## config.mk

```make
export PLATFORM = sky130hd
export DESIGN_NAME = linear_convolution_correlation_core
export DESIGN_NICKNAME = d
export VERILOG_FILES = /design/src/lcc_pkg.sv /design/src/lcc_ram.sv /design/src/lcc_mac.sv /design/src/linear_convolution_correlation_core.sv
export VERILOG_INCLUDE_DIRS = /design/src /design/src/src
export SDC_FILE = /design/constraint.sdc
export NUM_CORES = 2
export LEC_CHECK = 0
export ABC_AREA = 1
export BUFFER_PORTS_ARGS = -buffer_cell sky130_fd_sc_hd__buf_2
export CAP_MARGIN = 40
export CORE_ASPECT_RATIO = 0.9
export CORE_MARGIN = 5
export CORE_UTILIZATION = 50
export CTS_CLUSTER_SIZE = 12
export DETAILED_ROUTE_END_ITERATION = 10
export MAX_ROUTING_LAYER = met4
export PLACE_DENSITY = 0.74
export SYNTH_ARGS = -nofsm -noshare
export SYNTH_HDL_FRONTEND = slang
export SYNTH_SLANG_ARGS = --single-unit
```

## constraint.sdc

```tcl
create_clock -name clk -period 10.1 [get_ports clk]
set_input_delay 0.505 -clock clk [delete_from_list [all_inputs] [get_ports clk]]
set_output_delay 0.505 -clock clk [all_outputs]
set_load 0.01 [all_outputs]
```

## src/linear_convolution_correlation_core_defines.svh

```systemverilog
// Assertion helpers used by the core RTL file.
`ifndef LINEAR_CONVOLUTION_CORRELATION_CORE_DEFINES_SVH
`define LINEAR_CONVOLUTION_CORRELATION_CORE_DEFINES_SVH

// Same-cycle implication, sampled on clk and disabled while arst_n is low.
`define LCC_ASSERT_IMPL(name, cond, expr, msg) \
	name: assert property (@(posedge clk) disable iff (!arst_n) (cond) |-> (expr)) \
		else $error(msg);

// Next-cycle implication, sampled on clk and disabled while arst_n is low.
`define LCC_ASSERT_NEXT(name, cond, expr, msg) \
	name: assert property (@(posedge clk) disable iff (!arst_n) (cond) |=> (expr)) \
		else $error(msg);

`endif

```

## src/lcc_pkg.sv

```systemverilog
`default_nettype none

package lcc_pkg;

	localparam int FUNC_W    = 2;
	localparam int IDX_W     = 5;
	localparam int LEN_W     = 6;
	localparam int OUT_IDX_W = 6;
	localparam int APB_AW    = 4;
	localparam int APB_DW    = 32;

	// Input word kinds carried on tuser.
	localparam logic [FUNC_W-1:0] FUNC_LOAD_SIG  = 2'd0;
	localparam logic [FUNC_W-1:0] FUNC_LOAD_RESP = 2'd1;
	localparam logic [FUNC_W-1:0] FUNC_START     = 2'd2;

	// Register indexes, taken from paddr[3:2].
	localparam logic [1:0] REG_MODE     = 2'd0;
	localparam logic [1:0] REG_SIG_LEN  = 2'd1;
	localparam logic [1:0] REG_RESP_LEN = 2'd2;

	localparam logic [LEN_W-1:0] LEN_RESET = 6'd32;

	typedef struct packed {
		logic valid;
		logic first;
		logic last;
	} mac_ctl_t;

	// A length of zero runs as one; anything above the store depth runs as the depth.
	function automatic logic [LEN_W-1:0] clamp_len(input logic [LEN_W-1:0] len,
		input logic [LEN_W-1:0] max_len);
		logic [LEN_W-1:0] res;
		if (len == '0) begin
			res = LEN_W'(1);
		end else if (len > max_len) begin
			res = max_len;
		end else begin
			res = len;
		end
		return res;
	endfunction

endpackage

`default_nettype wire

```

## src/lcc_ram.sv

```systemverilog
`default_nettype none

module lcc_ram #(
	parameter int WIDTH = 16,
	parameter int DEPTH = 32,
	localparam int AW = $clog2(DEPTH)
) (
	input  wire logic             clk,
	input  wire logic             we,
	input  wire logic [AW-1:0]    waddr,
	input  wire logic [WIDTH-1:0] wdata,
	input  wire logic [AW-1:0]    raddr,
	output logic      [WIDTH-1:0] rdata
);

	logic [WIDTH-1:0] mem_q [DEPTH];

	always_ff @(posedge clk) begin
		if (we) begin
			mem_q[waddr] <= wdata;
		end
		rdata <= mem_q[raddr];
	end

endmodule

`default_nettype wire

```

## src/lcc_mac.sv

```systemverilog
`default_nettype none

module lcc_mac #(
	parameter int SAMPLE_BITS = 16,
	parameter int SUM_W = 37
) (
	input  wire logic                    clk,
	input  wire logic                    arst_n,
	input  wire lcc_pkg::mac_ctl_t       ctl,
	input  wire logic signed [SAMPLE_BITS-1:0] a,
	input  wire logic signed [SAMPLE_BITS-1:0] b,
	output logic signed [SUM_W-1:0]      acc,
	output logic                         done
);

	localparam int PROD_W = 2 * SAMPLE_BITS;

	logic signed [PROD_W-1:0] prod_s2;
	lcc_pkg::mac_ctl_t        ctl_s2;
	logic signed [SUM_W-1:0]  prod_ext;
	logic signed [SUM_W-1:0]  acc_q;
	logic                     done_q;

	always_ff @(posedge clk or negedge arst_n) begin
		if (!arst_n) begin
			ctl_s2 <= '0;
			done_q <= 1'b0;
		end else begin
			ctl_s2 <= ctl;
			done_q <= ctl_s2.valid && ctl_s2.last;
		end
	end

	always_ff @(posedge clk) begin
		prod_s2 <= a * b;
	end

	assign prod_ext = {{(SUM_W - PROD_W){prod_s2[PROD_W-1]}}, prod_s2};

	// The first term of an output sample restarts the sum.
	always_ff @(posedge clk) begin
		if (ctl_s2.valid) begin
			if (ctl_s2.first) begin
				acc_q <= prod_ext;
			end else begin
				acc_q <= acc_q + prod_ext;
			end
		end
	end

	assign acc  = acc_q;
	assign done = done_q;

endmodule

`default_nettype wire

```

## src/linear_convolution_correlation_core.sv

```systemverilog
// Linear convolution and cross-correlation core.
// Input stream (s_*): tuser selects the word kind. Kind 0 writes a signal sample and kind 1
// a response sample at sample_index; a load gives no output.
// Kind 2 starts a run that emits one output word per index k = 0 .. N+M-2 on the
// master stream (m_*), with tlast on the final word. Kind 3 is dropped.
// Configuration goes through the APB port: mode (0 convolution, 1 correlation with the
// response reversed), signal length N and response length M.
// Each output sample walks its stored sample pairs through one shared multiply-accumulate
// unit, one pair per cycle, and passes the issue state, the registered store read, the
// product register, the accumulate and the emit. s_tready stays low until a run ends.
// The output register lets loads and the next start be accepted while the final word
// waits; if the receiver stalls, the core holds at the next output until it is taken.
// Reset clears the control state and sets mode 0 and both lengths to 32; the sample
// stores are not cleared and must be written before they are used.

`default_nettype none

`include "linear_convolution_correlation_core_defines.svh"

module linear_convolution_correlation_core #(
	parameter int MAX_LEN = 32,
	parameter int SAMPLE_BITS = 16,
	localparam int SUM_W = 2 * SAMPLE_BITS + $clog2(MAX_LEN),
	localparam int IN_DATA_W = ((lcc_pkg::IDX_W + SAMPLE_BITS + 7) / 8) * 8,
	localparam int OUT_DATA_W = ((lcc_pkg::OUT_IDX_W + SUM_W + 7) / 8) * 8
) (
	input  wire logic                          clk,
	input  wire logic                          arst_n,
	input  wire logic                          psel,
	input  wire logic                          penable,
	input  wire logic                          pwrite,
	input  wire logic [lcc_pkg::APB_AW-1:0]    paddr,
	input  wire logic [lcc_pkg::APB_DW-1:0]    pwdata,
	output logic      [lcc_pkg::APB_DW-1:0]    prdata,
	output logic                               pready,
	input  wire logic                          s_tvalid,
	output logic                               s_tready,
	// sample_index, sample_value, zero fill
	input  wire logic [IN_DATA_W-1:0]          s_tdata,
	// func
	input  wire logic [lcc_pkg::FUNC_W-1:0]    s_tuser,
	output logic                               m_tvalid,
	input  wire logic                          m_tready,
	// output_index, sum_value, zero fill
	output logic      [OUT_DATA_W-1:0]         m_tdata,
	output logic                               m_tlast
);

	localparam int AW = $clog2(MAX_LEN);
	localparam int LEN_W = lcc_pkg::LEN_W;

	typedef enum logic [3:0] {
		S_IDLE  = 4'b0001,
		S_ISSUE = 4'b0010,
		S_WAIT  = 4'b0100,
		S_EMIT  = 4'b1000
	} state_t;

	state_t state_q;

	logic             mode_q;
	logic [LEN_W-1:0] sig_len_q;
	logic [LEN_W-1:0] resp_len_q;

	logic [LEN_W-1:0] k_q, j_q, jhi_q, n_q, m_q, kend_q;
	logic             first_q;

	logic [lcc_pkg::IDX_W-1:0]     in_idx;
	logic signed [SAMPLE_BITS-1:0] in_val;
	logic                          in_accept, idx_ok, sig_we, resp_we, start;
	logic [LEN_W-1:0]              n_clamp, m_clamp;
	logic [LEN_W-1:0]              k_nx, jlo_nx, jhi_nx, r_idx, resp_idx;

	logic signed [SAMPLE_BITS-1:0] sig_rdata, resp_rdata;
	lcc_pkg::mac_ctl_t             ctl_iss, ctl_s1;
	logic signed [SUM_W-1:0]       mac_acc;
	logic                          mac_done;

	logic                             out_valid_q, out_last_q, out_free, out_load;
	logic [lcc_pkg::OUT_IDX_W-1:0]    out_idx_q;
	logic signed [SUM_W-1:0]          out_sum_q;

	// Configuration port
	assign pready = 1'b1;

	always_ff @(posedge clk or negedge arst_n) begin
		if (!arst_n) begin
			mode_q     <= 1'b0;
			sig_len_q  <= lcc_pkg::LEN_RESET;
			resp_len_q <= lcc_pkg::LEN_RESET;
		end else if (psel && penable && pwrite) begin
			unique case (paddr[3:2])
				lcc_pkg::REG_MODE:     mode_q     <= pwdata[0];
				lcc_pkg::REG_SIG_LEN:  sig_len_q  <= pwdata[LEN_W-1:0];
				lcc_pkg::REG_RESP_LEN: resp_len_q <= pwdata[LEN_W-1:0];
				default: ;
			endcase
		end
	end

	always_comb begin
		unique case (paddr[3:2])
			lcc_pkg::REG_MODE:     prdata = lcc_pkg::APB_DW'(mode_q);
			lcc_pkg::REG_SIG_LEN:  prdata = lcc_pkg::APB_DW'(sig_len_q);
			lcc_pkg::REG_RESP_LEN: prdata = lcc_pkg::APB_DW'(resp_len_q);
			default:               prdata = '0;
		endcase
	end

	// Input decode
	assign in_idx    = s_tdata[lcc_pkg::IDX_W-1:0];
	assign in_val    = s_tdata[lcc_pkg::IDX_W +: SAMPLE_BITS];
	assign s_tready  = (state_q == S_IDLE);
	assign in_accept = s_tvalid && s_tready;
	assign idx_ok    = LEN_W'(in_idx) < LEN_W'(MAX_LEN);
	assign sig_we    = in_accept && idx_ok && (s_tuser == lcc_pkg::FUNC_LOAD_SIG);
	assign resp_we   = in_accept && idx_ok && (s_tuser == lcc_pkg::FUNC_LOAD_RESP);
	assign start     = in_accept && (s_tuser == lcc_pkg::FUNC_START);

	assign n_clamp = lcc_pkg::clamp_len(sig_len_q, LEN_W'(MAX_LEN));
	assign m_clamp = lcc_pkg::clamp_len(resp_len_q, LEN_W'(MAX_LEN));

	// Pair range of the next output index: j runs from max(0, k-M+1) to min(N-1, k).
	assign k_nx   = k_q + LEN_W'(1);
	assign jlo_nx = (k_nx >= m_q) ? (k_nx - m_q + LEN_W'(1)) : '0;
	assign jhi_nx = (k_nx >= n_q - LEN_W'(1)) ? (n_q - LEN_W'(1)) : k_nx;

	// Correlation reads the response from its far end.
	assign r_idx    = k_q - j_q;
	assign resp_idx = mode_q ? (m_q - LEN_W'(1) - r_idx) : r_idx;

	lcc_ram #(.WIDTH(SAMPLE_BITS), .DEPTH(MAX_LEN)) u_sig_ram (
		.clk   (clk),
		.we    (sig_we),
		.waddr (in_idx[AW-1:0]),
		.wdata (in_val),
		.raddr (j_q[AW-1:0]),
		.rdata (sig_rdata)
	);

	lcc_ram #(.WIDTH(SAMPLE_BITS), .DEPTH(MAX_LEN)) u_resp_ram (
		.clk   (clk),
		.we    (resp_we),
		.waddr (in_idx[AW-1:0]),
		.wdata (in_val),
		.raddr (resp_idx[AW-1:0]),
		.rdata (resp_rdata)
	);

	assign ctl_iss.valid = (state_q == S_ISSUE);
	assign ctl_iss.first = first_q;
	assign ctl_iss.last  = (j_q == jhi_q);

	always_ff @(posedge clk or negedge arst_n) begin
		if (!arst_n) begin
			ctl_s1 <= '0;
		end else begin
			ctl_s1 <= ctl_iss;
		end
	end

	lcc_mac #(.SAMPLE_BITS(SAMPLE_BITS), .SUM_W(SUM_W)) u_mac (
		.clk    (clk),
		.arst_n (arst_n),
		.ctl    (ctl_s1),
		.a      (sig_rdata),
		.b      (resp_rdata),
		.acc    (mac_acc),
		.done   (mac_done)
	);

	assign out_free = !out_valid_q || m_tready;
	assign out_load = (state_q == S_EMIT) && out_free;

	// Sequencer
	always_ff @(posedge clk or negedge arst_n) begin
		if (!arst_n) begin
			state_q <= S_IDLE;
			k_q     <= '0;
			j_q     <= '0;
			jhi_q   <= '0;
			n_q     <= LEN_W'(1);
			m_q     <= LEN_W'(1);
			kend_q  <= '0;
			first_q <= 1'b0;
		end else begin
			unique case (state_q)
				S_IDLE: begin
					if (start) begin
						k_q     <= '0;
						j_q     <= '0;
						jhi_q   <= '0;
						n_q     <= n_clamp;
						m_q     <= m_clamp;
						kend_q  <= n_clamp + m_clamp - LEN_W'(2);
						first_q <= 1'b1;
						state_q <= S_ISSUE;
					end
				end
				S_ISSUE: begin
					first_q <= 1'b0;
					if (j_q == jhi_q) begin
						state_q <= S_WAIT;
					end else begin
						j_q <= j_q + LEN_W'(1);
					end
				end
				S_WAIT: begin
					if (mac_done) begin
						state_q <= S_EMIT;
					end
				end
				S_EMIT: begin
					if (out_free) begin
						if (k_q == kend_q) begin
							state_q <= S_IDLE;
						end else begin
							k_q     <= k_nx;
							j_q     <= jlo_nx;
							jhi_q   <= jhi_nx;
							first_q <= 1'b1;
							state_q <= S_ISSUE;
						end
					end
				end
				default: state_q <= S_IDLE;
			endcase
		end
	end

	// Output register
	always_ff @(posedge clk or negedge arst_n) begin
		if (!arst_n) begin
			out_valid_q <= 1'b0;
		end else if (out_load) begin
			out_valid_q <= 1'b1;
		end else if (m_tready) begin
			out_valid_q <= 1'b0;
		end
	end

	always_ff @(posedge clk) begin
		if (out_load) begin
			out_idx_q  <= k_q;
			out_sum_q  <= mac_acc;
			out_last_q <= (k_q == kend_q);
		end
	end

	assign m_tvalid = out_valid_q;
	assign m_tdata  = OUT_DATA_W'({out_sum_q, out_idx_q});
	assign m_tlast  = out_last_q;

	`LCC_ASSERT_IMPL(a_done_in_wait, mac_done, state_q == S_WAIT, "sum finished outside wait")
	`LCC_ASSERT_IMPL(a_last_term_wait, ctl_s1.valid && ctl_s1.last, state_q == S_WAIT,
		"final pair read while still issuing")
	`LCC_ASSERT_IMPL(a_j_range, state_q == S_ISSUE, (j_q <= jhi_q) && (jhi_q < n_q),
		"pair index out of range")
	`LCC_ASSERT_IMPL(a_k_range, state_q != S_IDLE, k_q <= kend_q, "output index past end")

endmodule

`default_nettype wire

```

-- Word-level counts from Yosys, hierarchy flattened
Memory sizes are Yosys's and may differ from the RTL's. A register that Yosys moved wholly into a read port is not among the register bits.
Cells that the tools add are included.
- logic and storage cells: 119
- output and inout port bits: 84
- memories kept: 2
- register bits: 175
- input port bits: 69
- memory bits (writable): 1024
- memory list (name ; depth ; bits a word ; read ports ; clocked after memory_dff ; wr ports ; RTL line ; text):
    u_resp_ram.mem_q ; 32 ; 16 ; 1 ; 1 ; 1 ; lcc_ram.sv:16 ; logic [WIDTH-1:0] mem_q [DEPTH];
    u_sig_ram.mem_q ; 32 ; 16 ; 1 ; 1 ; 1 ; lcc_ram.sv:16 ;
- multiplexer cells: 36
- multipliers: 1
- equal/unequal tests: 16
- $lt $le $gt $ge: 4
- add/sub/neg operators: 11
- reduce and logical (&&, ||, !) cells: 25
- operators with widths (kind ; count):
    6-bit 2-to-1 mux ; 14
    37-bit by 32-bit adder with 37-bit output ; 1
    37-bit 2-to-1 mux ; 1
    6-bit one-hot mux with 3 select lines ; 2
    16-bit by 16-bit multiplier with 32-bit output ; 1
    6-bit one-hot mux with 2 select lines ; 2
    6-bit by 1-bit adder with 6-bit output (second input constant) ; 3
    4-bit 2-to-1 mux ; 4
    4-bit one-hot mux with 4 select lines ; 1
    6-bit equality test ; 2
    6-bit >= comparator ; 2
    6-bit > comparator (second input constant) ; 2
    6-bit zero test ; 2
    4-bit AND reduction ; 3
    5-bit subtractor ; 2
    1-bit 2-to-1 mux ; 9
    1-bit logical AND ; 8
    2-bit inequality test (second input constant) ; 4
    2-bit AND reduction ; 4
    6-bit adder ; 1
    6-bit by 1-bit subtractor with 6-bit output (second input constant) ; 1
    6-bit by 2-bit subtractor with 6-bit output (second input constant) ; 1
    6-bit subtractor ; 1
    5-bit 2-to-1 mux ; 1
    16 further kinds ; 21

-- Logic depth before layout (Yosys ltp)
- depth after elaboration: 7
- gate-level depth with buffers: 27
- mapped depth without buffers: 25

-- Hierarchy
Synthesis repeated with hierarchy kept, for this count alone.
- cells, all modules: 6391
- area, all modules: 64095.2 µm²
- by module, submodules not included (module ; area each (µm²) ; times used ; cells each ; sequential area each (µm²)):
    lcc_ram ; 21301.7 ; 2 ; 1794 ; 15695.1
    lcc_mac ; 15549.9 ; 1 ; 2124 ; 1851.8
    linear_convolution_correlation_core ; 5941.9 ; 1 ; 679 ; 2778.9

-- Worst setup path before layout
Ideal clock, no wire load.
- path kind: reg2reg
- start point: register u_resp_ram.rdata[6] (read register of u_resp_ram.mem_q)
- end point: register u_mac.prod_s2[31]
- data arrival time: 5.406 ns
- data required time: 9.987 ns
- library setup time: 0.113 ns
- period minus slack after synthesis: 5.520 ns
- path buffers: 2
- cell stages (with the launch flop): 22
- slack: 4.580 ns
- cells stage by stage: dfxtp_1 clkbuf_1 clkbuf_1 nand2_1 fa_1 inv_1 fa_1 fa_1 fa_1 inv_1 fa_1 inv_1 fa_1 ha_1 inv_1 nor3_1 nand2_1 or2_2 nand3_1 inv_1 nand3_1 nand2_1
- longest elaborated chain between the ends: 1
- ends and longest elaborated chain (what ; RTL line ; text):
    from (decl) ; lcc_ram.sv:13 ; output logic [WIDTH-1:0] rdata
    16-bit by 16-bit multiplier with 32-bit output ; lcc_mac.sv:35 ; prod_s2 <= a * b;
    to (signal assigned) ; lcc_mac.sv:35 ;
    to (decl) ; lcc_mac.sv:18 ; logic signed [PROD_W-1:0] prod_s2;
Every way passes these cells.
A chain may end at the register's enable or synchronous reset.

-- Worst setup path after layout
- start point: register u_resp_ram.rdata[4] (read register of u_resp_ram.mem_q)
- end point: register u_mac.prod_s2[31]
The elaborated chain is that of the path after synthesis.

==> reports/results.txt <==
status = finished clean
Worst Hold Launch = pwdata[2]
Post-Syn Area = 62000 um2
die width = 381 um
fillcell total = 10200
vias post-DR = 43300
Rows = 122
final hold vios = 0
core area = 123000 um2
Post-Place Cells = 7397
final non-filler cell total = 7612
Layout Skew = 96.7 ps
CTS Buffer Depth = 3
IO Pins = 153
RSZ-0062 raised after global routing = false
Reg2Reg Depth = 19
Die Y = 344 um
cell count after synthesis = 5865
Area contributors post-synth = edfxtp_1 (53%), fa_1 (8.7%), nand2_1 (6.3%), nor2_1 (4.9%), o21ai_0 (4.6%)
EDFF count, synth = 1105
CTS Buf Count = 120
TritonRoute pass-1 iters = 6
WL/cell = 21.2 um
Min-Delay Endpoint = sig_len_q[2]
GR Overflow Total = 0
Final GP Congestion = 0.946
fraction of registers with async set/reset = 0.0504
CTS tree = done
Worst Path Required = 10710 ps
Root Driver = clkbuf_16
Clock transition at path regs = 60 ps
WS Path Type = reg2reg
vias per cell = 5.68
register area share after synthesis = 0.581
initial DRC count = 5244
total track usage = 0.249
initial antenna violation count = 7
Routed WL = 161000 um
Hold Crit Depth = 3
register bit count reported by yosys = 1231
total negative slack = 0 ps
Peak Freq = 0.159 GHz
top-count cell post-synth = edfxtp_1
crit end category = register
Synth top area share = 0.535
Area growth, synth to finish = 9.48%
vias in the first global route = 42300
# setup viols final = 0
H-Tree Depth = 3
first-pass GRT wire length = 246000 um
Skew-Pair Late Insertion Delay = 770 ps
Slew Viols, Final = 0
post-CTS setup buffer count = 0
commonest cells in the netlist = edfxtp_1 (1105), nand2_1 (1039), nor2_1 (804), inv_1 (663), o21ai_0 (565)
final worst slack = 3800 ps
nets = 6407
Initial Util = 0.504
clk sinks = 1231
CP max FO = 16
Register Area = 36000 um2
DRC = 0
Synth area leader = edfxtp_1
Syn Area/Cell = 10.6 um2
worst relative slew slack = 0.306
Post-DP HPWL = 99800 um
RR Startpoint = u_resp_ram.rdata[4]
Tcrit/Tclk final = 0.624
post-layout min period = 6300 ps
DRT antenna net count = 0
HP Class = in2reg
CP Launch Type = register
input/output buffers = 89
reg-to-reg critical path endpoint = u_mac.prod_s2[31]
synth unique cells = 48
max_cap viols = 0
area occupied by multi-input gates = 22200 um2
Ys Warns = 0
FF-to-FF setup slack = 3800 ps
pre-CTS WS = 3850 ps
post-layout util = 0.552
Synth Flop Type = edfxtp_1
Die Area = 131000 um2
crit path DAT = 6910 ps
largest net degree at the start of global routing = 218
layout cells sized above 1 = 0.0658
Slew @ Worst Pin = 1040 ps
## worst max path at each step
stage / end / slack, ps / from
6_report: u_mac.prod_s2[31] / 3800 / u_resp_ram.rdata[4]
5_1_grt: u_mac.prod_s2[31] / 3490 / u_resp_ram.rdata[4]
4_1_cts: u_mac.prod_s2[31] / 3840 / u_resp_ram.rdata[1]
3_3_place_gp: u_mac.prod_s2[31] / 3870 / u_resp_ram.rdata[1]
2_1_floorplan: u_mac.prod_s2[31] / 4580 / u_resp_ram.rdata[6]
3_5_place_dp: u_mac.prod_s2[31] / 3850 / u_resp_ram.rdata[4]
## stage by stage
step / instance area [um2] / hold slack, ps
2_1_floorplan: 62100 / 209
5_1_grt: 67900 / 61.6
3_5_place_dp: 64300 / 336
6_report: 67900 / 59.4
3_3_place_gp: 64100 / 333
4_1_cts: 67900 / 16.8
## layout make-up
type,instances,share of cell area
diodes,11,0.000405
clock buffers,175,0.0480
clock inverters,23,0.00367
inverters,668,0.0372
multi-input cells,3673,0.327
flip-flops and latches,1231,0.531
well taps,1612,0.0297
repair buffers,219,0.0237
## logic make-up after synthesis
logic type,Yosys count,synth area share
compound gates,998,0.0898
xor+xnor,67,0.00958
fa+ha+maj,425,0.118
buf+inv,991,0.0637
flops,1231,0.581
other cells,2,0.000121
simple gates,2151,0.138
## placed cells by master, fill, tap and decap left out, types with 6 or more instances in the layout
cell,instances
buf_4,113
fa_1,269
o21ai_1,13
inv_1,659
nand2_1,1039
xnor2_1,25
clkinv_2,6
dlygate4sd3_1,6
o211ai_1,34
o21ai_0,564
clkinv_1,10
clkbuf_16,120
conb_1,32
nor2_1,803
dfxtp_1,64
a21oi_1,128
o221ai_1,41
o21bai_1,15
edfxtp_1,1105
ha_1,156
or2_2,18
nand3_1,228
nor3_1,28
dfrtp_1,54
buf_2,89
o22ai_1,173
a21o_1,15
xor2_1,41
nand4_1,20
diode_2,11
clkbuf_1,50
## metal layers
| metal | global-route usage | wire length, um | vias to the layer above |
|---|---|---|---|
| met5 | - | 0 | - |
| met1 | 0.332 | 64800 | 21100 |
| li1 | - | - | 19700 |
| met4 | 0.0808 | 5160 | 0 |
| met3 | 0.0431 | 15200 | 328 |
| met2 | 0.395 | 75900 | 2088 |
## sequential cells by signal, indices dropped and copies added (netlist names), 16 cells and up
name / count
out_sum_q: 37
u_mac.acc: 37
u_mac.prod_s2: 32
u_resp_ram.mem_q: 512
u_resp_ram.rdata: 16
u_sig_ram.mem_q: 512
u_sig_ram.rdata: 16
## critical path, stage by stage, from the launching register on
cell	delay, ps
dfxtp_1	810
nand2_1	290
fa_1	560
inv_1	70
fa_1	820
fa_1	530
fa_1	510
fa_1	500
inv_1	50
fa_1	470
inv_1	40
ha_1	390
nand2_1	110
o21ai_0	260
a21oi_1	120
or2_2	310
nand3_1	160
inv_1	60
nand3_1	60
nand2_1	40
## what timing repair did
| item | 4_1_cts | 5_1_grt |
|---|---|---|
| hold buffers | 6 | 0 |
| endpoints found under the hold margin | 64 | 0 |
| gates resized for setup | 0 | 0 |
Power is not shown: default switching activity piles up to over one toggle a cycle in this logic, so the estimate is an artifact.
